--- src/design/irpwd_pkg.sv ---
package irpwd_pkg;

  localparam int unsigned DurWidth   = 16;
  localparam int unsigned CodeWidth  = 8;
  localparam int unsigned CountWidth = 5;
  localparam int unsigned NumRegs    = 8;
  localparam int unsigned CfgIdxWidth = 4;
  localparam int unsigned RegIdxWidth = 3;

  // durations in one complete frame, leading gap included
  localparam logic [CountWidth-1:0] FrameDurations = 5'd18;
  localparam logic [CountWidth-1:0] CountMax       = 5'd31;

  // positions within a frame
  localparam logic [CountWidth-1:0] PosHeaderMark  = 5'd1;
  localparam logic [CountWidth-1:0] PosHeaderSpace = 5'd2;
  localparam logic [CountWidth-1:0] PosFirstPair   = 5'd3;
  localparam logic [CountWidth-1:0] PosLastPair    = 5'd16;
  localparam logic [CountWidth-1:0] PosFinal       = 5'd17;

  typedef enum logic [RegIdxWidth-1:0] {
    REG_HDR_MARK_LO  = 3'd0,
    REG_HDR_MARK_HI  = 3'd1,
    REG_HDR_SPACE_LO = 3'd2,
    REG_HDR_SPACE_HI = 3'd3,
    REG_LONG_LO      = 3'd4,
    REG_LONG_HI      = 3'd5,
    REG_SHORT_LO     = 3'd6,
    REG_SHORT_HI     = 3'd7
  } reg_idx_t;

  typedef logic [DurWidth-1:0] dur_t;

  // window defaults: 25 % tolerance, 50 us ticks
  localparam dur_t HdrMarkLoReset  = 16'd102;
  localparam dur_t HdrMarkHiReset  = 16'd171;
  localparam dur_t HdrSpaceLoReset = 16'd6;
  localparam dur_t HdrSpaceHiReset = 16'd12;
  localparam dur_t LongLoReset     = 16'd26;
  localparam dur_t LongHiReset     = 16'd45;
  localparam dur_t ShortLoReset    = 16'd9;
  localparam dur_t ShortHiReset    = 16'd17;

  // pulse class bits
  localparam int unsigned ClassLong  = 0;
  localparam int unsigned ClassShort = 1;

  function automatic logic in_window(input dur_t d, input dur_t lo, input dur_t hi);
    in_window = (d >= lo) && (d <= hi);
  endfunction

endpackage

--- src/design/ir_pulse_width_frame_decoder.sv ---
// Infrared pulse-width frame decoder. Each input word carries one captured
// mark or space length in timer ticks (s_tdata[15:0]); s_tlast flags the last
// length of a frame. The first length is the leading gap and is skipped, the
// next two must fall in the header mark and header space windows, lengths
// 3..16 decode as seven long/short pairs (long-short is 0, short-long is 1,
// anything else fails) and the final length gives 0 when long, 1 otherwise.
// One result word leaves per frame, registered when the flagged length is taken:
// m_tuser is the pass flag (exactly 18 lengths and every check met) and
// m_tdata[7:0] the 8-bit code, first bit in the msb, zero on a failed frame.
// A length is taken every clock; the only hold-off is a result word that sits
// unread in the output register, which keeps s_tready low until taken. The
// eight window bounds (inclusive, 16 bits; indices above 7 are ignored) are
// written through the cfg port by the user while the block is idle, unenforced.
module ir_pulse_width_frame_decoder (
  input  logic        clk,
  input  logic        rst,
  // config write channel
  input  logic        cfg_valid,
  output logic        cfg_ready,
  input  logic [3:0]  cfg_index,
  input  logic [15:0] cfg_data,
  // slave side
  input  logic        s_tvalid,
  output logic        s_tready,
  input  logic [15:0] s_tdata,   // [15:0] duration_ticks
  input  logic        s_tlast,   // frame_end
  // master side
  output logic        m_tvalid,
  input  logic        m_tready,
  output logic [7:0]  m_tdata,   // [7:0] code
  output logic        m_tuser    // [0] decode_ok
);

  // window registers
  irpwd_pkg::dur_t win_regs [irpwd_pkg::NumRegs];

  // frame state
  logic [irpwd_pkg::CountWidth-1:0] duration_count;
  logic [1:0]                       pair_first_class;
  logic [irpwd_pkg::CodeWidth-1:0]  bit_shift;
  logic                             frame_failed;

  logic [irpwd_pkg::CountWidth-1:0] duration_count_next;
  logic [1:0]                       pair_first_class_next;
  logic [irpwd_pkg::CodeWidth-1:0]  bit_shift_next;
  logic                             frame_failed_next;

  logic            in_take;
  logic            out_take;
  logic [1:0]      cls;
  logic            pair_bit;
  logic            pair_ok;
  logic            frame_ok;
  irpwd_pkg::dur_t d;

  assign cfg_ready = 1'b1;
  assign s_tready  = !m_tvalid || m_tready;
  assign in_take   = s_tvalid && s_tready;
  assign out_take  = m_tvalid && m_tready;
  assign d         = s_tdata;

  // long / short classification of the incoming length
  always_comb begin
    cls = '0;
    cls[irpwd_pkg::ClassLong] = irpwd_pkg::in_window(d,
      win_regs[irpwd_pkg::REG_LONG_LO], win_regs[irpwd_pkg::REG_LONG_HI]);
    cls[irpwd_pkg::ClassShort] = irpwd_pkg::in_window(d,
      win_regs[irpwd_pkg::REG_SHORT_LO], win_regs[irpwd_pkg::REG_SHORT_HI]);
  end

  // pair decode: long-short wins when the windows overlap
  always_comb begin
    pair_bit = 1'b0;
    pair_ok  = 1'b1;
    if (pair_first_class[irpwd_pkg::ClassLong] && cls[irpwd_pkg::ClassShort]) begin
      pair_bit = 1'b0;
    end else if (pair_first_class[irpwd_pkg::ClassShort] &&
                 cls[irpwd_pkg::ClassLong]) begin
      pair_bit = 1'b1;
    end else begin
      pair_ok = 1'b0;
    end
  end

  // per-length state update
  always_comb begin
    pair_first_class_next = pair_first_class;
    bit_shift_next        = bit_shift;
    frame_failed_next     = frame_failed;

    if (duration_count == irpwd_pkg::PosHeaderMark) begin
      if (!irpwd_pkg::in_window(d, win_regs[irpwd_pkg::REG_HDR_MARK_LO],
                                win_regs[irpwd_pkg::REG_HDR_MARK_HI])) begin
        frame_failed_next = 1'b1;
      end
    end else if (duration_count == irpwd_pkg::PosHeaderSpace) begin
      if (!irpwd_pkg::in_window(d, win_regs[irpwd_pkg::REG_HDR_SPACE_LO],
                                win_regs[irpwd_pkg::REG_HDR_SPACE_HI])) begin
        frame_failed_next = 1'b1;
      end
    end else if (duration_count >= irpwd_pkg::PosFirstPair &&
                 duration_count <= irpwd_pkg::PosLastPair) begin
      if (duration_count[0]) begin
        // first member of a pair
        pair_first_class_next = cls;
      end else begin
        bit_shift_next = {bit_shift[irpwd_pkg::CodeWidth-2:0], pair_bit};
        if (!pair_ok) begin
          frame_failed_next = 1'b1;
        end
      end
    end else if (duration_count == irpwd_pkg::PosFinal) begin
      bit_shift_next = {bit_shift[irpwd_pkg::CodeWidth-2:0],
                        !cls[irpwd_pkg::ClassLong]};
    end else if (duration_count >= irpwd_pkg::FrameDurations) begin
      // too many lengths
      frame_failed_next = 1'b1;
    end

    if (duration_count < irpwd_pkg::CountMax) begin
      duration_count_next = duration_count + 5'd1;
    end else begin
      duration_count_next = duration_count;
    end
  end

  assign frame_ok = !frame_failed_next && (duration_count == irpwd_pkg::PosFinal);

  // config registers
  always_ff @(posedge clk) begin
    if (rst) begin
      win_regs[irpwd_pkg::REG_HDR_MARK_LO]  <= irpwd_pkg::HdrMarkLoReset;
      win_regs[irpwd_pkg::REG_HDR_MARK_HI]  <= irpwd_pkg::HdrMarkHiReset;
      win_regs[irpwd_pkg::REG_HDR_SPACE_LO] <= irpwd_pkg::HdrSpaceLoReset;
      win_regs[irpwd_pkg::REG_HDR_SPACE_HI] <= irpwd_pkg::HdrSpaceHiReset;
      win_regs[irpwd_pkg::REG_LONG_LO]      <= irpwd_pkg::LongLoReset;
      win_regs[irpwd_pkg::REG_LONG_HI]      <= irpwd_pkg::LongHiReset;
      win_regs[irpwd_pkg::REG_SHORT_LO]     <= irpwd_pkg::ShortLoReset;
      win_regs[irpwd_pkg::REG_SHORT_HI]     <= irpwd_pkg::ShortHiReset;
    end else if (cfg_valid && cfg_ready &&
                 cfg_index < irpwd_pkg::CfgIdxWidth'(irpwd_pkg::NumRegs)) begin
      win_regs[cfg_index[2:0]] <= cfg_data;
    end
  end

  // frame state, rearmed on the last length
  always_ff @(posedge clk) begin
    if (rst) begin
      duration_count   <= '0;
      pair_first_class <= '0;
      bit_shift        <= '0;
      frame_failed     <= 1'b0;
    end else if (in_take) begin
      if (s_tlast) begin
        duration_count   <= '0;
        pair_first_class <= '0;
        bit_shift        <= '0;
        frame_failed     <= 1'b0;
      end else begin
        duration_count   <= duration_count_next;
        pair_first_class <= pair_first_class_next;
        bit_shift        <= bit_shift_next;
        frame_failed     <= frame_failed_next;
      end
    end
  end

  // result register
  always_ff @(posedge clk) begin
    if (rst) begin
      m_tvalid <= 1'b0;
    end else if (in_take && s_tlast) begin
      m_tvalid <= 1'b1;
    end else if (out_take) begin
      m_tvalid <= 1'b0;
    end
  end

  always_ff @(posedge clk) begin
    if (in_take && s_tlast) begin
      m_tuser <= frame_ok;
      m_tdata <= frame_ok ? bit_shift_next : '0;
    end
  end

  // checks
  a_last_gives_result: assert property (@(posedge clk) disable iff (rst)
    (in_take && s_tlast) |=> m_tvalid)
    else $error("no result after last length");

  a_fail_zero_code: assert property (@(posedge clk) disable iff (rst)
    (m_tvalid && !m_tuser) |-> (m_tdata == '0))
    else $error("failed frame carries a non-zero code");

  a_rearm: assert property (@(posedge clk) disable iff (rst)
    (in_take && s_tlast) |=> (duration_count == '0 && !frame_failed))
    else $error("frame state not rearmed");

  a_count_step: assert property (@(posedge clk) disable iff (rst)
    (in_take && !s_tlast && duration_count != irpwd_pkg::CountMax) |=>
      (duration_count == $past(duration_count) + 5'd1))
    else $error("length count did not advance");

  a_no_result_mid_frame: assert property (@(posedge clk) disable iff (rst)
    (in_take && !s_tlast && !m_tvalid) |=> !m_tvalid)
    else $error("result without last length");

endmodule
--- config.mk ---
export PLATFORM = sky130hd
export DESIGN_NAME = ir_pulse_width_frame_decoder
export DESIGN_NICKNAME = d
export VERILOG_FILES = /design/src/design/irpwd_pkg.sv /design/src/design/ir_pulse_width_frame_decoder.sv
export SDC_FILE = /design/constraint.sdc
export NUM_CORES = 1
export LEC_CHECK = 0
export ABC_CLOCK_PERIOD_IN_PS = 2600
export BUFFER_PORTS_ARGS = -buffer_cell sky130_fd_sc_hd__clkbuf_2
export CORE_MARGIN = 5
export CORE_UTILIZATION = 25
export DETAILED_ROUTE_END_ITERATION = 6
export HOLD_SLACK_MARGIN = 0.03
export SLEW_MARGIN = 10
export SYNTH_ARGS = -nofsm -noshare
export SYNTH_HDL_FRONTEND = slang
export SYNTH_SLANG_ARGS = --single-unit
--- constraint.sdc ---
create_clock -name clk -period 2.6 [get_ports clk]
set_input_delay 0.39 -clock clk [delete_from_list [all_inputs] [get_ports clk]]
set_output_delay 0.39 -clock clk [all_outputs]
set_load 0.005 [all_outputs]
==> out/metrics.csv <==
stage,metric,value,unit
placement,DP Area,0.01065,mm2
synthesis,Area contributors post-synth,"edfxtp_1, ha_1, and2_1, inv_1, dfxtp_1",
placement,Detail Placement HPWL,18060,um
sta,fin crit share,1.022,
min_path,hold crit path type,primary input to flop,
placement,Routability Congestion,0.8100,
drt,DR WL/cell,16.47,um
sta,final setup fails,10,
setup_path,"slowest stage delay, CP",390,ps
clock_network,CTS tree,yes,
drt,ANT nets after route,0,
setup_path,Reg2Reg Depth,12,
placement,port buffer count,52,
sta,final setup margin,-57.78,ps
sta,Period minus WS final,2658,ps
grt,GRT Overall Usage,0.1191,
setup_path,slowest CP cell,a221o_2,
sta,max-slew violations,0,
setup_path,maximum fanout along the worst path,5,
synthesis,Syn Std Cell Area,0.009371,mm2
synthesis,number of synthesized flops with an enable pin,137,
synthesis,Mapped Nets,1049,
sta,Slew @ Worst Pin,618.8,ps
synthesis,leading area contributor after synthesis,edfxtp_1,
floorplanning,die width,203.6,um
synthesis,Synth Register Bits,154,
drt,Initial DRT Pass Iterations,5,
synthesis,Cell variety after synth,58,
power_and_ir_drop,worst vdd ir,0.3688,mV
grt,grt ovf,0,
synthesis,asr flop ratio synth,0,
setup_path,crit path cell chain,"inv_2, ha_4, nand4_1, buf_4, o221ai_2, o21ai_2, a22oi_2, a31oi_4, a221o_2, a31oi_4, buf_6, nor3_4",
setup_path,Critical Path RT,2760,ps
synthesis,Yosys top cell area share,0.4390,
synthesis,Post-synth top cells,"edfxtp_1, ha_1, inv_1, and2_1, a21oi_1",
clock_network,total CTS buffers,17,
synthesis,top-count cell post-synth,edfxtp_1,
sta,RSZ-0062 raised after global routing,true,
setup_path,Setup Crit Path Kind,flop to flop,
synthesis,ys flop type,edfxtp_1,
min_path,hold path cells,3,
power_and_ir_drop,leakage,4.901,nW
synthesis,syn_area_per_cell,10.71,um2
setup_path,crit path DAT,2820,ps
clock_network,"Reg clk slew, reported paths",70,ps
setup_path,Worst setup EP type,flop,
clock_network,CTS root buf,clkbuf_16,
clock_network,Post-CTS Hold Buffers,0,
power_and_ir_drop,total power,6.200,mW
layout,Syn-to-layout area delta,23.40,%
setup_path,crit path launch type,flop,
outcome,violated checks,setup timing,
drt,vias per cell,4.565,
floorplanning,row count,71,
floorplanning,die height,203.6,um
floorplanning,initial core utilization,0.2512,
sta,count of final hold-check violations,0,
layout,fin util,0.3100,
floorplanning,die area,0.04146,mm2
synthesis,sequential-to-total area share from yosys stat,0.4753,
grt,largest net degree at the start of global routing,29,
clock_network,maximum buffer depth of the clock tree,2,
grt,number of global-route vias before repair,7045,
layout,layout cells sized above 1,0.2183,
drt,via count,6743,
outcome,status,"complete, but fails checks",
drt,Remaining DRCs,0,
sta,f_max,376.3,MHz
drt,initial drt markers,339,
floorplanning,CORE AREA,0.03731,mm2
sta,setup TNS,-309.7,ps
job,MaxCap Viol Count,0,
layout,design area,0.01156,mm2
layout,Layout Nets,1165,
layout,# diodes,0,
grt,initial antenna violation count,0,
grt,first-pass GRT wire length,38320,um
clock_network,clock sink count,154,
synthesis,Post-Syn Instances,875,
floorplanning,I/O pin total,54,
sta,Max-slew headroom,0.5837,
clock_network,CTS H-tree lvls,4,
clock_network,Clock Latency Late Sink,430,ps
sta,Hold WS,309.8,ps
drt,WL final,24330,um
sta,final setup skew,17.63,ps
setup_path,"most used cell, CP",a31oi_4,
synthesis,YS warnings,0,
power_and_ir_drop,Pwr Density,536.1,mW/mm2
-- flip-flops by register name, summed over array words and instances (netlist names) --
register and flops:
win_regs 128, bit_shift 8, frame_failed 1, m_tvalid 1
pair_first_class 2, m_tdata 8, duration_count 5, m_tuser 1
-- routing by layer --
metal	up-vias	wire [um]	track usage
li1	3324	-	-
met1	3263	10390	0.1411
met2	120	12330	0.2126
met3	36	895	0.02496
met4	0	715	0.04384
met5	-	0	0
-- critical path, delay by kind of cell, from the launching register on --
family	cells	cell delay [ps]
buffers and inverters	3	400
and+or+nand+nor	2	210
AOI/OAI and AO/OA	6	1170
DFF	1	350
adders and majority gates	1	250
-- worst paths after layout --
kind                        from      endpoint  slack, ps
setup / recovery  win_regs[5][5]    m_tdata[3]        -60
hold / removal          m_tready      m_tvalid        310
setup reg to reg  win_regs[5][5]    m_tdata[3]        -60
hold reg to reg     bit_shift[7]  bit_shift[7]        530
-- kinds of logic (layout without fill, tap and decap cells) --
kind of cell,Yosys count,after routing,share of synthesized area
multiplexers,7,7,0.007477
flip-flops,154,154,0.4753
AO/OA/AOI/OAI,147,147,0.1049
buffers and inverters,151,279,0.06128
other,1,1,0.0004001
AND/OR/NAND/NOR,283,283,0.1744
adder cells (fa/ha/maj),132,132,0.1762
-- per-stage QoR --
step,worst slack [ps],cells
after floorplan,28.98,875
after global placement,-357.6,1441
after detailed placement,-442.5,1441
after CTS,-27.59,1479
after global routing,-181.6,1477
final,-57.78,1477
-- placed cells by master (no fill, tap or decap), types with 5 or more instances in the layout --
cell type  netlist  final
a21oi_1         45     42
and2_1         106    105
ha_4             0     13
buf_4            1     63
nor3_1          12      8
clkbuf_2         1     52
nand3_1          6      6
dfxtp_1         17     17
or3_1           16     16
mux2i_1          7      7
inv_1          129    123
nand2_1         35     34
or2_2            8      8
nand4_1         15     15
a21o_1          14     14
a22oi_1         11      9
nor3_2           8      9
clkbuf_16        0     17
nor2b_1          6      6
edfxtp_1       137    137
o21ai_0         28     24
ha_1           132    119
inv_2            0      5
nand2b_1        18     18
nor2_1          36     35
a211oi_1        10      8
-- layout make-up --
cell class | count | area (um2)
repair buffers | 119 | 787.0
well taps | 474 | 593.1
flip-flops and latches | 154 | 4454
fillers | 3806 | 25750
clock buffers | 17 | 425.4
clock inverters | 14 | 137.6
inverters | 129 | 488.0
multi-input cells | 570 | 4679
-- timing repair --
item | in CTS | in global routing
endpoints found under the setup margin | 11 | 13
cloned | 1 | 0
setup buffers | 7 | 3
gates resized for setup | 36 | 19
pin swaps | 23 | 18
-- power by group --
part / internal, mW / switching [mW]
sequential: 2.81 / 0.0362
combinational: 0.375 / 0.538
clock: 1.34 / 1.10
total: 4.52 / 1.68
Power figures use the tool's default switching activity.
